$ cat config.mk
export PLATFORM = sky130hd
export DESIGN_NAME = cgfs_queue
export DESIGN_NICKNAME = d
export VERILOG_FILES = /design/src/rtl/cgfs_queue.sv
export SDC_FILE = /design/constraint.sdc
export NUM_CORES = 1
export LEC_CHECK = 0
export ABC_CLOCK_PERIOD_IN_PS = 1100
export BUFFER_PORTS_ARGS = -buffer_cell sky130_fd_sc_hd__buf_4
export CAP_MARGIN = 5
export CELL_PAD_IN_SITES_DETAIL_PLACEMENT = 1
export CELL_PAD_IN_SITES_GLOBAL_PLACEMENT = 1
export CORE_UTILIZATION = 37
export DETAILED_ROUTE_END_ITERATION = 8
export PLACE_DENSITY_LB_ADDON = 0.08
export SYNTH_ARGS = -nofsm -noshare
export SYNTH_HDL_FRONTEND = slang
export SYNTH_SLANG_ARGS = --single-unit
$ cat constraint.sdc
create_clock -name clk_i -period 1.1 [get_ports clk_i]
set_input_delay 0.055 -clock clk_i [delete_from_list [all_inputs] [get_ports clk_i]]
set_output_delay 0.055 -clock clk_i [all_outputs]
set_load 0.03 [all_outputs]
$ cat src/rtl/cgfs_queue.sv
// ----------------------------------------------------------------------------
// cgfs_queue: two-entry command queue
// Decouples the record front end from the sample back end.
// ----------------------------------------------------------------------------
`default_nettype none

module cgfs_queue #(
  parameter int W = 8
) (
  input  wire logic         clk_i,
  input  wire logic         rst_ni,
  input  wire logic         push_i,
  input  wire logic [W-1:0] data_i,
  output logic              full_o,
  input  wire logic         pop_i,
  output logic              empty_o,
  output logic [W-1:0]      data_o
);

  logic [W-1:0] mem_q [2];
  logic         wr_q, wr_d;
  logic         rd_q, rd_d;
  logic [1:0]   cnt_q, cnt_d;

  assign full_o  = (cnt_q == 2'd2);
  assign empty_o = (cnt_q == 2'd0);
  assign data_o  = mem_q[rd_q];

  always_comb begin
    wr_d  = push_i ? ~wr_q : wr_q;
    rd_d  = pop_i ? ~rd_q : rd_q;
    cnt_d = cnt_q + 2'(push_i) - 2'(pop_i);
  end

  always_ff @(posedge clk_i or negedge rst_ni) begin
    if (!rst_ni) begin
      wr_q  <= 1'b0;
      rd_q  <= 1'b0;
      cnt_q <= 2'd0;
    end else begin
      wr_q  <= wr_d;
      rd_q  <= rd_d;
      cnt_q <= cnt_d;
    end
  end

  always_ff @(posedge clk_i) begin
    if (push_i) begin
      mem_q[wr_q] <= data_i;
    end
  end

endmodule

`default_nettype wire

Word-level counts from Yosys, hierarchy flattened

Memories as Yosys holds them, arrays and structs flattened.
Index checks and enable logic that the tools add are counted.

Flip-flop bits (word level): 4
Bits in latches: 0
Output and inout port bits: 10
Memory bits (read-only): 0
Input bits: 12
Logic and storage cells: 12
Bits in writable memories: 16
Memories: 1

Memories:

| memory | depth | width | rd ports | clocked after Yosys merged registers in | write ports | RTL line | text |
|---|---|---|---|---|---|---|---|
| mem_q  | 2     | 8     | 1        | 0                                       | 1           | 20       | `logic [W-1:0] mem_q [2];` |

Div/mod/pow operators: 0
Multipliers: 0
$add $sub $neg: 2
Equality and inequality tests: 1
Bitwise gates (word level): 2
Shift-type cells: 0
Magnitude comparators: 0
Reduce and logical (&&, ||, !) cells: 1
Muxes and demuxes: 2

Operators by type and width:

| cell               | number |
|---|---|
| $add 2x1->2        | 1 |
| $eq 2x2->1 const B | 1 |
| $logic_not 2->1    | 1 |
| $mux 1             | 2 |
| $not 1->1          | 2 |
| $sub 2x1->2        | 1 |

Longest topological paths before layout

Word-level depth: 2
Depth in mapped cells: 5
Mapped depth without buffers: 5

Least setup slack after synthesis

OpenSTA, ideal clock, no wires.

Path kind: reg-to-reg
Start point: register wr_q
End point: memory mem_q[0][0], enable pin
Period minus slack after synthesis: 1.162 ns
Arrival: 0.789 ns
Path slack: -0.062 ns
Cell stages (with the launch flop): 2
Path buffers: 0
Cell sequence: dfrtp_1 > nor2b_1

RTL lines:

| what                   | RTL line | text |
|---|---|---|
| start, declared        | 21       | `logic wr_q, wr_d;` |
| start signal, assigned | 41       | `wr_q <= wr_d;` |
| end, declared          | 20       |  |

Straight into the memory's write port.

Worst setup path after layout

Start point: register rd_q
End point: output port data_o[3]

Word-level cells in the longest chain between the ends: 1

Ends and longest elaborated chain:

| what                   | RTL line | text |
|---|---|---|
| start, declared        | 22       | `logic rd_q, rd_d;` |
| start signal, assigned | 42       | `rd_q <= rd_d;` |
| $mem_v2 2x8            | n/a      |  |
| end, declared          | 17       | `output logic [W-1:0] data_o` |

No other way between the ends.

==> impl_results.md <==
- Setup Crit Path Kind: register to output port
- CP Cell Sequence: buf_6, mux2_4, buf_6
- Drt initial violations: 8
- Starting Density: 0.404
- Adder-cell share of the synthesized area: 0.0310
- Row count: 16
- Largest family of logic cells by synthesized area: multiplexers
- WP buf/inv: 2
- Largest net degree at the start of global routing: 12
- Mux share of post-synthesis cell area: 0.149
- WL final: 1.42 mm
- IO buf count: 21
- Post-Syn Area: 808 um^2
- Number of detailed-route iterations in the first pass: 2
- Slew Viols, Final: 0
- Initial antenna violation count: 0
- Post-DRT Antenna Nets: 0
- Final nets: 98
- Wire per inst: 12.9 um
- Mean post-synth cell area: 20.2 um^2
- Crit path DAT: 1.30 ns
- Status: finished with violations
- Vias: 477
- Logic pwr share: 0.511
- Ant diodes: 0
- Clk pwr share: 0.118
- Clock Latency Late Sink: 0.30 ns
- DRC: 0
- Fill cells: 194
- # setup viols final: 10
- Compound-Gate Fraction of Synth Area: 0
- Core Util, Final: 0.620
- WP data required: 1.04 ns
- Area grow syn2layout: 53.6%
- Clk pin slew, worst setup/hold paths: 0.10 ns
- Ys flop type: edfxtp_1
- Fin Hold WS: 0.101 ns
- GRT Overall Usage: 0.144
- Die Y: 48.7 um
- Post-synth EDFFs: 16
- First-pass GRT wire length: 2.51 mm
- Static Leak: 0.539 nW
- Vias in the first global route: 546
- Final Power: 3.05 mW
- Final Cycle Share: 1.23
- H-tree levels: 1
- Max cap viols: 0
- Sequential fraction of the synthesis area: 0.718
- Area contributors post-synth: edfxtp_1 (59%), mux2_4 (15%), dfrtp_1 (12%), ha_1 (3.1%), xor3_1 (2.9%)
- Simple-gate share of the synthesized area: 0.0279
- Tightest Pin Transition: 0.159 ns
- Syn Inst Count: 40
- Async S/R FF share, synth: 0.200
- Setup TNS: -2.13 ns
- CP Capture Type: output port
- Switching power: 1.02 mW
- Final Critical Period: 1.36 ns
- Flops & latches, synth: 20
- RSZ-0062 raised after global routing: yes
- Die width: 48.7 um
- Worst path slowest cell: dfrtp_2
- Synth area leader: edfxtp_1
- Sequential Power Share: 0.371
- Core area: 0.00200 mm^2
- Congestion Overflow GR: 0
- Worst slew margin: 0.894
- Layout cell share with drive strength beyond 1: 0.518
- Yosys top cell area share: 0.594
- Failing checks: setup timing
- CTS tree: done
- Synth Warn #: 0
- Ports: 22
- Die area: 0.00238 mm^2
- Final hold violation count: 0
- Syn_nets: 54
- Top cells by count, synth: edfxtp_1 (16), mux2_4 (8), dfrtp_1 (4)
- Fmax: 738 MHz
- Worst vdd ir: 1330 uV
- Crit path top cell by count: buf_6
- Hold crit path type: input pin to async pin
- Netlist cell types: 11
- Clock Sinks: 20
- Switch share: 0.336
- P_int: 2.03 mW
- TritonCTS Buffers: 3
- Pwr dens: 2460 mW/mm^2
- Root buf cell: clkbuf_4
- Largest stage delay on the critical path: 0.43 ns
- Pre-CTS WS: -0.116 ns
- Most common cell in the netlist: edfxtp_1
- Critical path launch point type: register
- Placer Congestion: 0.646
- Delay-heaviest family, CP: flip-flops
- Critical path fanouts, max: 5
- Clock Path Buffers: 2
- Final WS setup: -0.256 ns
- Xor/xnor share of the synthesized area: 0.0511
- Clock skew: 0.00658 ns
- Avg Vias per Cell: 4.34
-- power by group through the flow --
stage	Clock, mW	Combinational, mW	Sequential (mW)
finish	0.359	1.56	1.13
global route	0.388	1.66	1.16
CTS	0.369	1.54	1.12
detailed placement	0	1.21	1.21
global placement	0	1.19	1.20
floorplan	0	0.900	1.11
-- per-stage QoR --
step           cells  cell area (um^2)
5_1_grt          110              1240
3_3_place_gp      92              1030
4_1_cts          110              1230
6_report         110              1240
3_5_place_dp      92              1030
2_1_floorplan     40               811
-- routing by layer --
| layer | vias up | GRT usage | part of all wire |
|---|---|---|---|
| met3 | 4 | 0.0189 | 0.030 |
| met4 | 0 | 0.0735 | 0.016 |
| met5 | - | 0 | 0 |
| met2 | 13 | 0.250 | 0.56 |
| met1 | 229 | 0.174 | 0.40 |
| li1 | 231 | - | - |
-- state kept, by name, summed over array words and instances (netlist names) --
name and count:
mem_q 16, cnt_q 2, wr_q 1, rd_q 1
-- cells in the final DEF (no fill, tap or decap), drive strengths merged --
| cell type | n |
|---|---|
| and2 | 1 |
| clkbuf | 4 |
| xor3 | 1 |
| nor2 | 1 |
| mux2 | 8 |
| nor2b | 2 |
| edfxtp | 16 |
| dfrtp | 4 |
| dlygate4sd3 | 11 |
| xor2 | 2 |
| buf | 29 |
| ha | 2 |
| inv | 2 |
-- final timing paths --
kind                       depth (start not counted)  slack (ns)          startpoint                  to
setup / recovery                                   3       -0.26    rd_q$_DFFE_PN0P_           data_o[3]
hold / removal                                     2        0.10              rst_ni  cnt_q[1]$_DFF_PN0_
setup reg to reg                                   5       -0.10  cnt_q[0]$_DFF_PN0_  cnt_q[1]$_DFF_PN0_
hold reg to reg                                    1        0.51    wr_q$_DFFE_PN0P_    wr_q$_DFFE_PN0P_
max in group asynchronous                          2        0.89              rst_ni    rd_q$_DFFE_PN0P_
min in group clk_i                                 3        0.23               pop_i  cnt_q[1]$_DFF_PN0_
-- logic make-up after synthesis --
kind of cell             Yosys count
XOR/XNOR                           3
buffers and inverters              3
flip-flops                        20
AND/OR/NAND/NOR                    4
adder cells (fa/ha/maj)            2
multiplexers                       8
-- final cells by class --
cell class / instances / area [um^2] / area share
Clock buffer: 4 / 26.3 / 0.0212
Inverter: 2 / 7.51 / 0.00605
Multi-Input combinational cell: 17 / 219 / 0.176
Sequential cell: 20 / 582 / 0.469
Tap cell: 27 / 33.8 / 0.0272
Timing Repair Buffer: 40 / 373 / 0.300
-- timing repair --
item | in CTS | in global routing
buffers inserted | 3 | 0
hold endpoints to repair | 22 | 0
hold buffers | 11 | 0
endpoints found under the setup margin | 11 | 12
gates resized for setup | 13 | 3
(Power assumes the default switching activity.)
