[config.mk]
export PLATFORM = sky130hd
export DESIGN_NAME = cgfs_front
export DESIGN_NICKNAME = d
export VERILOG_FILES = /design/src/rtl/cgfs_pkg.sv /design/src/rtl/cgfs_front.sv
export SDC_FILE = /design/constraint.sdc
export NUM_CORES = 1
export LEC_CHECK = 0
export BUFFER_PORTS_ARGS = -buffer_cell sky130_fd_sc_hd__buf_2
export CAP_MARGIN = 20
export CORE_UTILIZATION = 61
export DETAILED_ROUTE_END_ITERATION = 16
export PLACE_DENSITY = 0.82
export SLEW_MARGIN = 20
export SYNTH_ARGS = -nofsm -noshare
export SYNTH_HDL_FRONTEND = slang
export SYNTH_SLANG_ARGS = --single-unit
[constraint.sdc]
create_clock -name clk_i -period 14 [get_ports clk_i]
set_clock_uncertainty 0.2 [all_clocks]
set_input_delay 2.1 -clock clk_i [delete_from_list [all_inputs] [get_ports clk_i]]
set_output_delay 2.1 -clock clk_i [all_outputs]
set_load 0.01 [all_outputs]
[src/rtl/cgfs_pkg.sv]
// ----------------------------------------------------------------------------
// cgfs_pkg: shared types and constants of the coverage gap fill smoother
// Register indexes, command flags and back-end sequencer states.
// ----------------------------------------------------------------------------
`default_nettype none

package cgfs_pkg;

  localparam int CfgIdxBits = 3;
  localparam int CfgDataBits = 16;

  typedef enum logic [CfgIdxBits-1:0] {
    CFG_SMOOTHING = 3'd0,
    CFG_THINNING  = 3'd1,
    CFG_ALL_CHROM = 3'd2,
    CFG_TARGET    = 3'd3,
    CFG_OUTLIER   = 3'd4
  } cfg_idx_e;

  localparam logic [15:0] OutlierReset = 16'd2000;
  localparam logic [16:0] QOne = 17'd65536;

  // per-record flags handed from the front end to the back end
  typedef struct packed {
    logic reset_avg;  // load the average from this record's coverage
    logic fill_en;    // gap filling allowed for this record
  } cgfs_flags_t;

  localparam int FlagsBits = $bits(cgfs_flags_t);

  typedef enum logic [2:0] {
    S_IDLE,
    S_CHK,
    S_MUL,
    S_ADD,
    S_SQR,
    S_ACC,
    S_FLUSH
  } back_state_e;

endpackage

`default_nettype wire

[src/rtl/cgfs_front.sv]
// ----------------------------------------------------------------------------
// cgfs_front: record classification
// Tracks chromosome, step and previous position; queues active records.
// ----------------------------------------------------------------------------
`default_nettype none

module cgfs_front #(
  parameter int PB = 32
) (
  input  wire logic             clk_i,
  input  wire logic             rst_ni,
  input  wire logic             accept_i,
  input  wire logic [7:0]       chrom_i,
  input  wire logic [PB-1:0]    pos_i,
  input  wire logic             all_chrom_i,
  input  wire logic [7:0]       target_i,
  output logic                  push_o,
  output cgfs_pkg::cgfs_flags_t flags_o,
  output logic [PB-1:0]         prev_o,
  output logic [PB-1:0]         step_o
);

  logic [1:0]    rc_q, rc_d;
  logic [7:0]    chrom_q, chrom_d;
  logic          act_q, act_d;
  logic [PB-1:0] prev_q, prev_d;
  logic [PB-1:0] step_q, step_d;

  logic          acc, chg;
  logic [PB-1:0] prev1, step1, diff;

  always_comb begin
    acc   = all_chrom_i || (chrom_i == target_i);
    chg   = (rc_q != 2'd0) && (chrom_i != chrom_q);
    prev1 = prev_q;
    act_d = act_q;
    if (rc_q == 2'd0) begin
      prev1 = pos_i;
      if (acc) begin
        act_d = 1'b1;
      end
    end else if (chg) begin
      prev1 = pos_i - step_q;
      act_d = acc;
    end
    diff  = pos_i - prev1;
    step1 = ((rc_q == 2'd1) && (pos_i >= prev1)) ? diff : step_q;
    step_d = step1;
    flags_o.fill_en = 1'b0;
    if (act_d && (rc_q == 2'd2)) begin
      if ((pos_i >= prev1) && (diff < step1)) begin
        step_d = diff;
      end
      flags_o.fill_en = (step_d != '0);
    end
    flags_o.reset_avg = ((rc_q == 2'd0) && acc) || chg;
    chrom_d = (rc_q == 2'd0 || chg) ? chrom_i : chrom_q;
    prev_d  = act_d ? pos_i : prev1;
    rc_d    = (rc_q == 2'd2) ? rc_q : rc_q + 2'd1;
    push_o  = accept_i && act_d;
    prev_o  = prev1;
    step_o  = step_d;
  end

  always_ff @(posedge clk_i or negedge rst_ni) begin
    if (!rst_ni) begin
      rc_q    <= 2'd0;
      chrom_q <= 8'd0;
      act_q   <= 1'b0;
      prev_q  <= '0;
      step_q  <= '0;
    end else if (accept_i) begin
      rc_q    <= rc_d;
      chrom_q <= chrom_d;
      act_q   <= act_d;
      prev_q  <= prev_d;
      step_q  <= step_d;
    end
  end

endmodule

`default_nettype wire

# Word level (Yosys, flattened, before mapping)
# Index checks and enable logic that the tools add are counted.
# W data, S select, Z words.
[totals] out_inout_bits=67 latchBits=0 memories=0 rom_bits=0 ram_bits=0 inputBits=52 ff_bits=75
[op_classes] muxes=11 n_eq_ne=4 bitwise_logic=1 multipliers=0 add_sub_neg=3 shift=0 n_lt_le_gt_ge=2 div=0 reduce_logical=14
[op_table] cell="$mux W32" n=7
[op_table] cell="$sub A32 B32 Y32" n=2
[op_table] cell="$ge A32 B32 Y1" n=1
[op_table] cell="$lt A32 B32 Y1" n=1
[op_table] cell="$reduce_bool A32 Y1" n=1
[op_table] cell="$eq A8 B8 Y1" n=1
[op_table] cell="$ne A8 B8 Y1" n=1
[op_table] cell="$logic_and A1 B1 Y1" n=6
[op_table] cell="$mux W1" n=4
[op_table] cell="$reduce_and A2 Y1" n=2
[op_table] cell="$logic_or A1 B1 Y1" n=3
[op_table] cell="$add A2 B1 Y2 const B" n=1
[op_table] cell="$eq A2 B1 Y1 const B" n=1
[op_table] cell="$eq A2 B2 Y1 const B" n=1
[op_table] cell="$logic_not A2 Y1" n=1
[op_table] cell="$reduce_bool A2 Y1" n=1
[op_table] cell="$not A1 Y1" n=1

# Logic depth before layout (Yosys ltp)
[logic_depth] depth_word=13 ltp_mapped=37 depth_no_buf=35

# Least setup slack after synthesis
# No wires, ideal clock.
[synth_timing] path_type="input to output" start="input port pos_i[0]" end="output port step_o[0]" stages=35 path_slack_ns=2.805 arrival_ns=8.895 cell_sequence="inv_1 -> ha_1 -> inv_1 -> fa_1 -> a21o_1 -> a21o_1 -> a211oi_4 -> nor3_2 -> o2111ai_4 -> a211oi_2 -> o311a_1 -> or3_1 -> and3_4 -> clkinv_2 -> ha_1 -> nand4_1 -> nor3_1 -> a211o_1 -> o2bb2ai_1 -> a41oi_2 -> buf_2 -> buf_4 -> mux2i_1 -> ha_1 -> nand4_1 -> or2_2 -> a2111oi_0 -> nor4b_1 -> o21ai_1 -> and4bb_1 -> buf_4 -> or2_1 -> buf_4 -> buf_2 -> a21oi_1"
[synth_via] elab_chain_len=11 word_cells_on_any_way=12 cone_classes="2 x add/sub; 2 x order compare; 6 x mux; 2 x reduce/logical"
[synth_rtl] element="start, declared" line_no="cgfs_front.sv:14" text="input wire logic [PB-1:0] pos_i,"
[synth_rtl] element="$sub A32 B32 Y32 (*)" line_no="cgfs_front.sv:43" text="prev1 = pos_i - step_q;"
[synth_rtl] element="$mux W32 (*)" line_no="cgfs_front.sv:42" text="end else if (chg) begin"
[synth_rtl] element="$mux W32 (*)" line_no="cgfs_front.sv:37" text="if (rc_q == 2'd0) begin"
[synth_rtl] element="named net prev_o[30]" line_no="cgfs_front.sv:19" text="output logic [PB-1:0] prev_o,"
[synth_rtl] element="$ge A32 B32 Y1" line_no="cgfs_front.sv:47, cgfs_front.sv:51"
[synth_rtl] element="$logic_and A1 B1 Y1" line_no="cgfs_front.sv:47" text="step1 = ((rc_q == 2'd1) && (pos_i >= prev1)) ? diff : step_q;"
[synth_rtl] element="$mux W32" line_no="cgfs_front.sv:47"
[synth_rtl] element="$lt A32 B32 Y1" line_no="cgfs_front.sv:51" text="if ((pos_i >= prev1) && (diff < step1)) begin"
[synth_rtl] element="$logic_and A1 B1 Y1" line_no="cgfs_front.sv:51"
[synth_rtl] element="$mux W32" line_no="cgfs_front.sv:51"
[synth_rtl] element="$mux W32" line_no="cgfs_front.sv:50" text="if (act_d && (rc_q == 2'd2)) begin"
[synth_rtl] element="$mux W32 (*)" line_no="cgfs_front.sv:50"
[synth_rtl] element="end, declared" line_no="cgfs_front.sv:20" text="output logic [PB-1:0] step_o"
# The timed path passes the listed nets; every way through them passes the cells marked *. The select of a mux whose other input is x is not followed.

# Worst setup path in the final report
[layout_timing] start="input port pos_i[0]" end="output port step_o[28]"
[layout_via] elab_chain_len=11 word_cells_on_any_way=12 cone_classes="2 x add/sub; 2 x order compare; 6 x mux; 2 x reduce/logical"
[layout_rtl] element="$sub A32 B32 Y32" line_no="cgfs_front.sv:43"
[layout_rtl] element="$mux W32" line_no="cgfs_front.sv:42"
[layout_rtl] element="$mux W32" line_no="cgfs_front.sv:37"
[layout_rtl] element="$ge A32 B32 Y1" line_no="cgfs_front.sv:47, cgfs_front.sv:51"
[layout_rtl] element="$logic_and A1 B1 Y1" line_no="cgfs_front.sv:47"
[layout_rtl] element="$mux W32" line_no="cgfs_front.sv:47"
[layout_rtl] element="$lt A32 B32 Y1" line_no="cgfs_front.sv:51"
[layout_rtl] element="$logic_and A1 B1 Y1" line_no="cgfs_front.sv:51"
[layout_rtl] element="$mux W32" line_no="cgfs_front.sv:51"
[layout_rtl] element="$mux W32" line_no="cgfs_front.sv:50"
[layout_rtl] element="$mux W32 (*)" line_no="cgfs_front.sv:50"
# Mark *: on every way between the ends. The rest lies on a longest branch, timed or not. The select of a mux whose other input is x is not followed.

==> qor.csv <==
metric;value;unit
largest family of logic cells by synthesized area;compound AO/OA/AOI/OAI gates;
Synth Area in Compound Gates;27.4;%
post-synthesis sequential area ratio;19.2;%
first-pass GRT wire length;51000;um
Synth top area share;19.2;%
Synth area leaders;dfrtp_1 (19%), ha_1 (12%), mux2i_1 (6.0%), nand2_1 (4.7%), a21oi_1 (4.6%);
worst hold path type;reg2reg;
clock-pin slew on the worst setup and hold paths;70;ps
post-synthesis xor/xnor area fraction;3.95;%
Initial Utilization;63.3;%
Remaining DRCs;0;
register area;1880;sq um
Critical Path End Type;output pin;
die height;129;um
clock sinks;75;
hold buffers post-CTS;0;
Hold Vio Cnt, Final;0;
Site Rows;45;
final setup fails;0;
# IOs;119;
cell count after synthesis;1263;
core footprint;15400;sq um
syn nets;1413;
CTS resizes;0;
arrival time at the worst endpoint;10610;ps
WL per Instance;20.6;um
ys flop type;dfrtp_1;
critical path's slowest cell;a41oi_4;
Antenna diodes;0;
commonest non-fill, non-tap cell in the layout;nand2_1;
critical path type;in2out;
RSZ-0062 raised after global routing;no;
Post-CTS Setup Repair Bufs;0;
DPL Wire Length;24400;um
first drt pass iteration count;7;
CP dominant cell by count;ha_1;
Startpoint Class;primary input;
die width;129;um
worst rel slew slack;37.9;%
clk_lat worst skew;360;ps
Post-Synth Simple-Gate Area;20.5;%
worst-path maximum fanout;24;
most frequent cells in the layout;nand2_1 (121), buf_2 (116), inv_1 (102);
post-synthesis adder-cell area fraction;12.7;%
Required @ worst endpoint;11700;ps
fin crit share;92.2;%
Crit path buffers/inverters;5;
DR vias;10200;
CTS tree;built;
status;finished clean;
Layout Nets;1492;
Post-synth EDFFs;0;
DRT iter0 DRCs;970;
fillcell total;1340;
Via density;6.57;
final number of max-transition violations;0;
CP top delay family;compound AO/OA/AOI/OAI gates;
Setup TNS;0;ps
max_cap viols;0;
wirelength, routed;32200;um
fmax;77.5;MHz
pin count of the biggest net entering global routing;82;
IO Port Bufs;118;
CTS H-Tree Depth;3;
maximum clock path buffer count;2;
biggest area consumer among synthesized cells;dfrtp_1;
Yosys warnings;0;
die footprint;16500;sq um
Min Clock Period, post-route;12910;ps
Distinct cells, synth;93;
synthesized flop and latch total;75;
Avg Synthesized Cell Area;7.73;sq um
worst slew pin tran;929;ps
antenna violations before repair;0;
DRT antenna net count;0;
post-synthesis async set-or-reset flop share;100;%
RD Place Congestion;1.01;
grt total ovfl;0;
slowest stage delay, CP;760;ps
Tot GR Track Use;39.9;%
mux cell area share after synthesis;9.51;%
Post-Synthesis Cell Area;9760;sq um
multi-input logic area;7240;sq um
Inserted Clock Buffers;9;
Layout area overhead;10.7;%
clk root buf;clkbuf_16;
layout cells sized above 1;14.8;%
number of global-route vias before repair;9726;
[area by class of cell]
type | count | share of cell area [%]
Sequential cell | 75 | 17.4
Timing Repair Buffer | 128 | 6.24
Clock buffer | 12 | 2.28
Multi-Input combinational cell | 1021 | 67.0
Inverter | 107 | 3.73
Tap cell | 211 | 2.44
Clock inverter | 4 | 0.903
[cell families after synthesis]
logic type | after synthesis
multiplexers | 88
flip-flops | 75
XOR/XNOR | 44
AND/OR/NAND/NOR | 404
AO/OA/AOI/OAI | 387
adder cells (fa/ha/maj) | 98
buffers and inverters | 167
[state kept, by name, summed over array words and instances, names as in the netlist]
signal   count
prev_q      32
step_q      32
chrom_q      8
rc_q         2
act_q        1
[cells in the mapped netlist (all sizes together), types with 5 or more instances]
| master | instances |
|---|---|
| ha | 96 |
| nor3 | 37 |
| inv | 104 |
| dfrtp | 75 |
| mux2i | 59 |
| nor4 | 17 |
| o21ai | 94 |
| nand3 | 25 |
| o22ai | 5 |
| o21a | 26 |
| xnor2 | 14 |
| nor2 | 89 |
| and2 | 10 |
| nand4 | 18 |
| a211o | 7 |
| xor2 | 30 |
| a21o | 27 |
| o211ai | 13 |
| o2111ai | 9 |
| a31oi | 12 |
| a2111oi | 5 |
| or2 | 6 |
| nand2b | 8 |
| o311ai | 11 |
| a211oi | 22 |
| o31ai | 10 |
| and3 | 23 |
| a21boi | 5 |
| buf | 19 |
| nand2 | 123 |
| nor2b | 9 |
| clkbuf | 41 |
| or3 | 16 |
| a221o | 6 |
| o21bai | 5 |
| mux2 | 29 |
| a21oi | 90 |
[worst register-to-register path, delay by kind of cell, from the launching register on]
kind / cells / cell delay, ps
buf+inv: 2 / 390
flops: 1 / 560
fa+ha+maj: 4 / 1400
mux: 2 / 690
simple gates: 7 / 2220
compound gates: 14 / 3920
[worst paths after layout]
check	startpoint	endpoint	slack, ps	cells past startpoint
worst min-delay path	prev_q[19]$_DFFE_PN0P_	prev_q[19]$_DFFE_PN0P_	290	2
worst max-delay path	pos_i[0]	step_o[28]	1090	31
max in group asynchronous	rst_ni	step_q[13]$_DFFE_PN0P_	11470	1
worst min register to register	prev_q[19]$_DFFE_PN0P_	prev_q[19]$_DFFE_PN0P_	290	2
min in group asynchronous	rst_ni	prev_q[27]$_DFFE_PN0P_	1580	1
worst max register to register	step_q[0]$_DFFE_PN0P_	step_q[25]$_DFFE_PN0P_	4490	29
[per-layer routing]
| metal | GRT usage, % | vias to the layer above | part of all wire, % |
|---|---|---|---|
| met5 | 0 | - | 0 |
| met4 | 26.4 | 0 | 7.2 |
| met3 | 7.53 | 124 | 7.1 |
| met2 | 65.2 | 510 | 45 |
| met1 | 48.2 | 4819 | 40 |
| li1 | - | 4790 | - |
[stage by stage]
| step | std cells | cell area, sq um | hold WS [ps] | util (%) | setup slack (ps) |
|---|---|---|---|---|---|
| global route | 1558 | 10800 | 321 | 70.0 | 592 |
| floorplan | 1263 | 9760 | 249 | - | 2810 |
| CTS | 1558 | 10800 | 293 | 70.0 | 1230 |
| finish | 1558 | 10800 | 290 | 70.0 | 1090 |
| detailed placement | 1542 | 10500 | 278 | 67.8 | 1260 |
| global placement | 1542 | 10500 | 269 | 67.8 | 1560 |
Power is left out: the tool's default activity adds up to more than one toggle a clock period on the data nets, which glitch-free logic cannot reach.
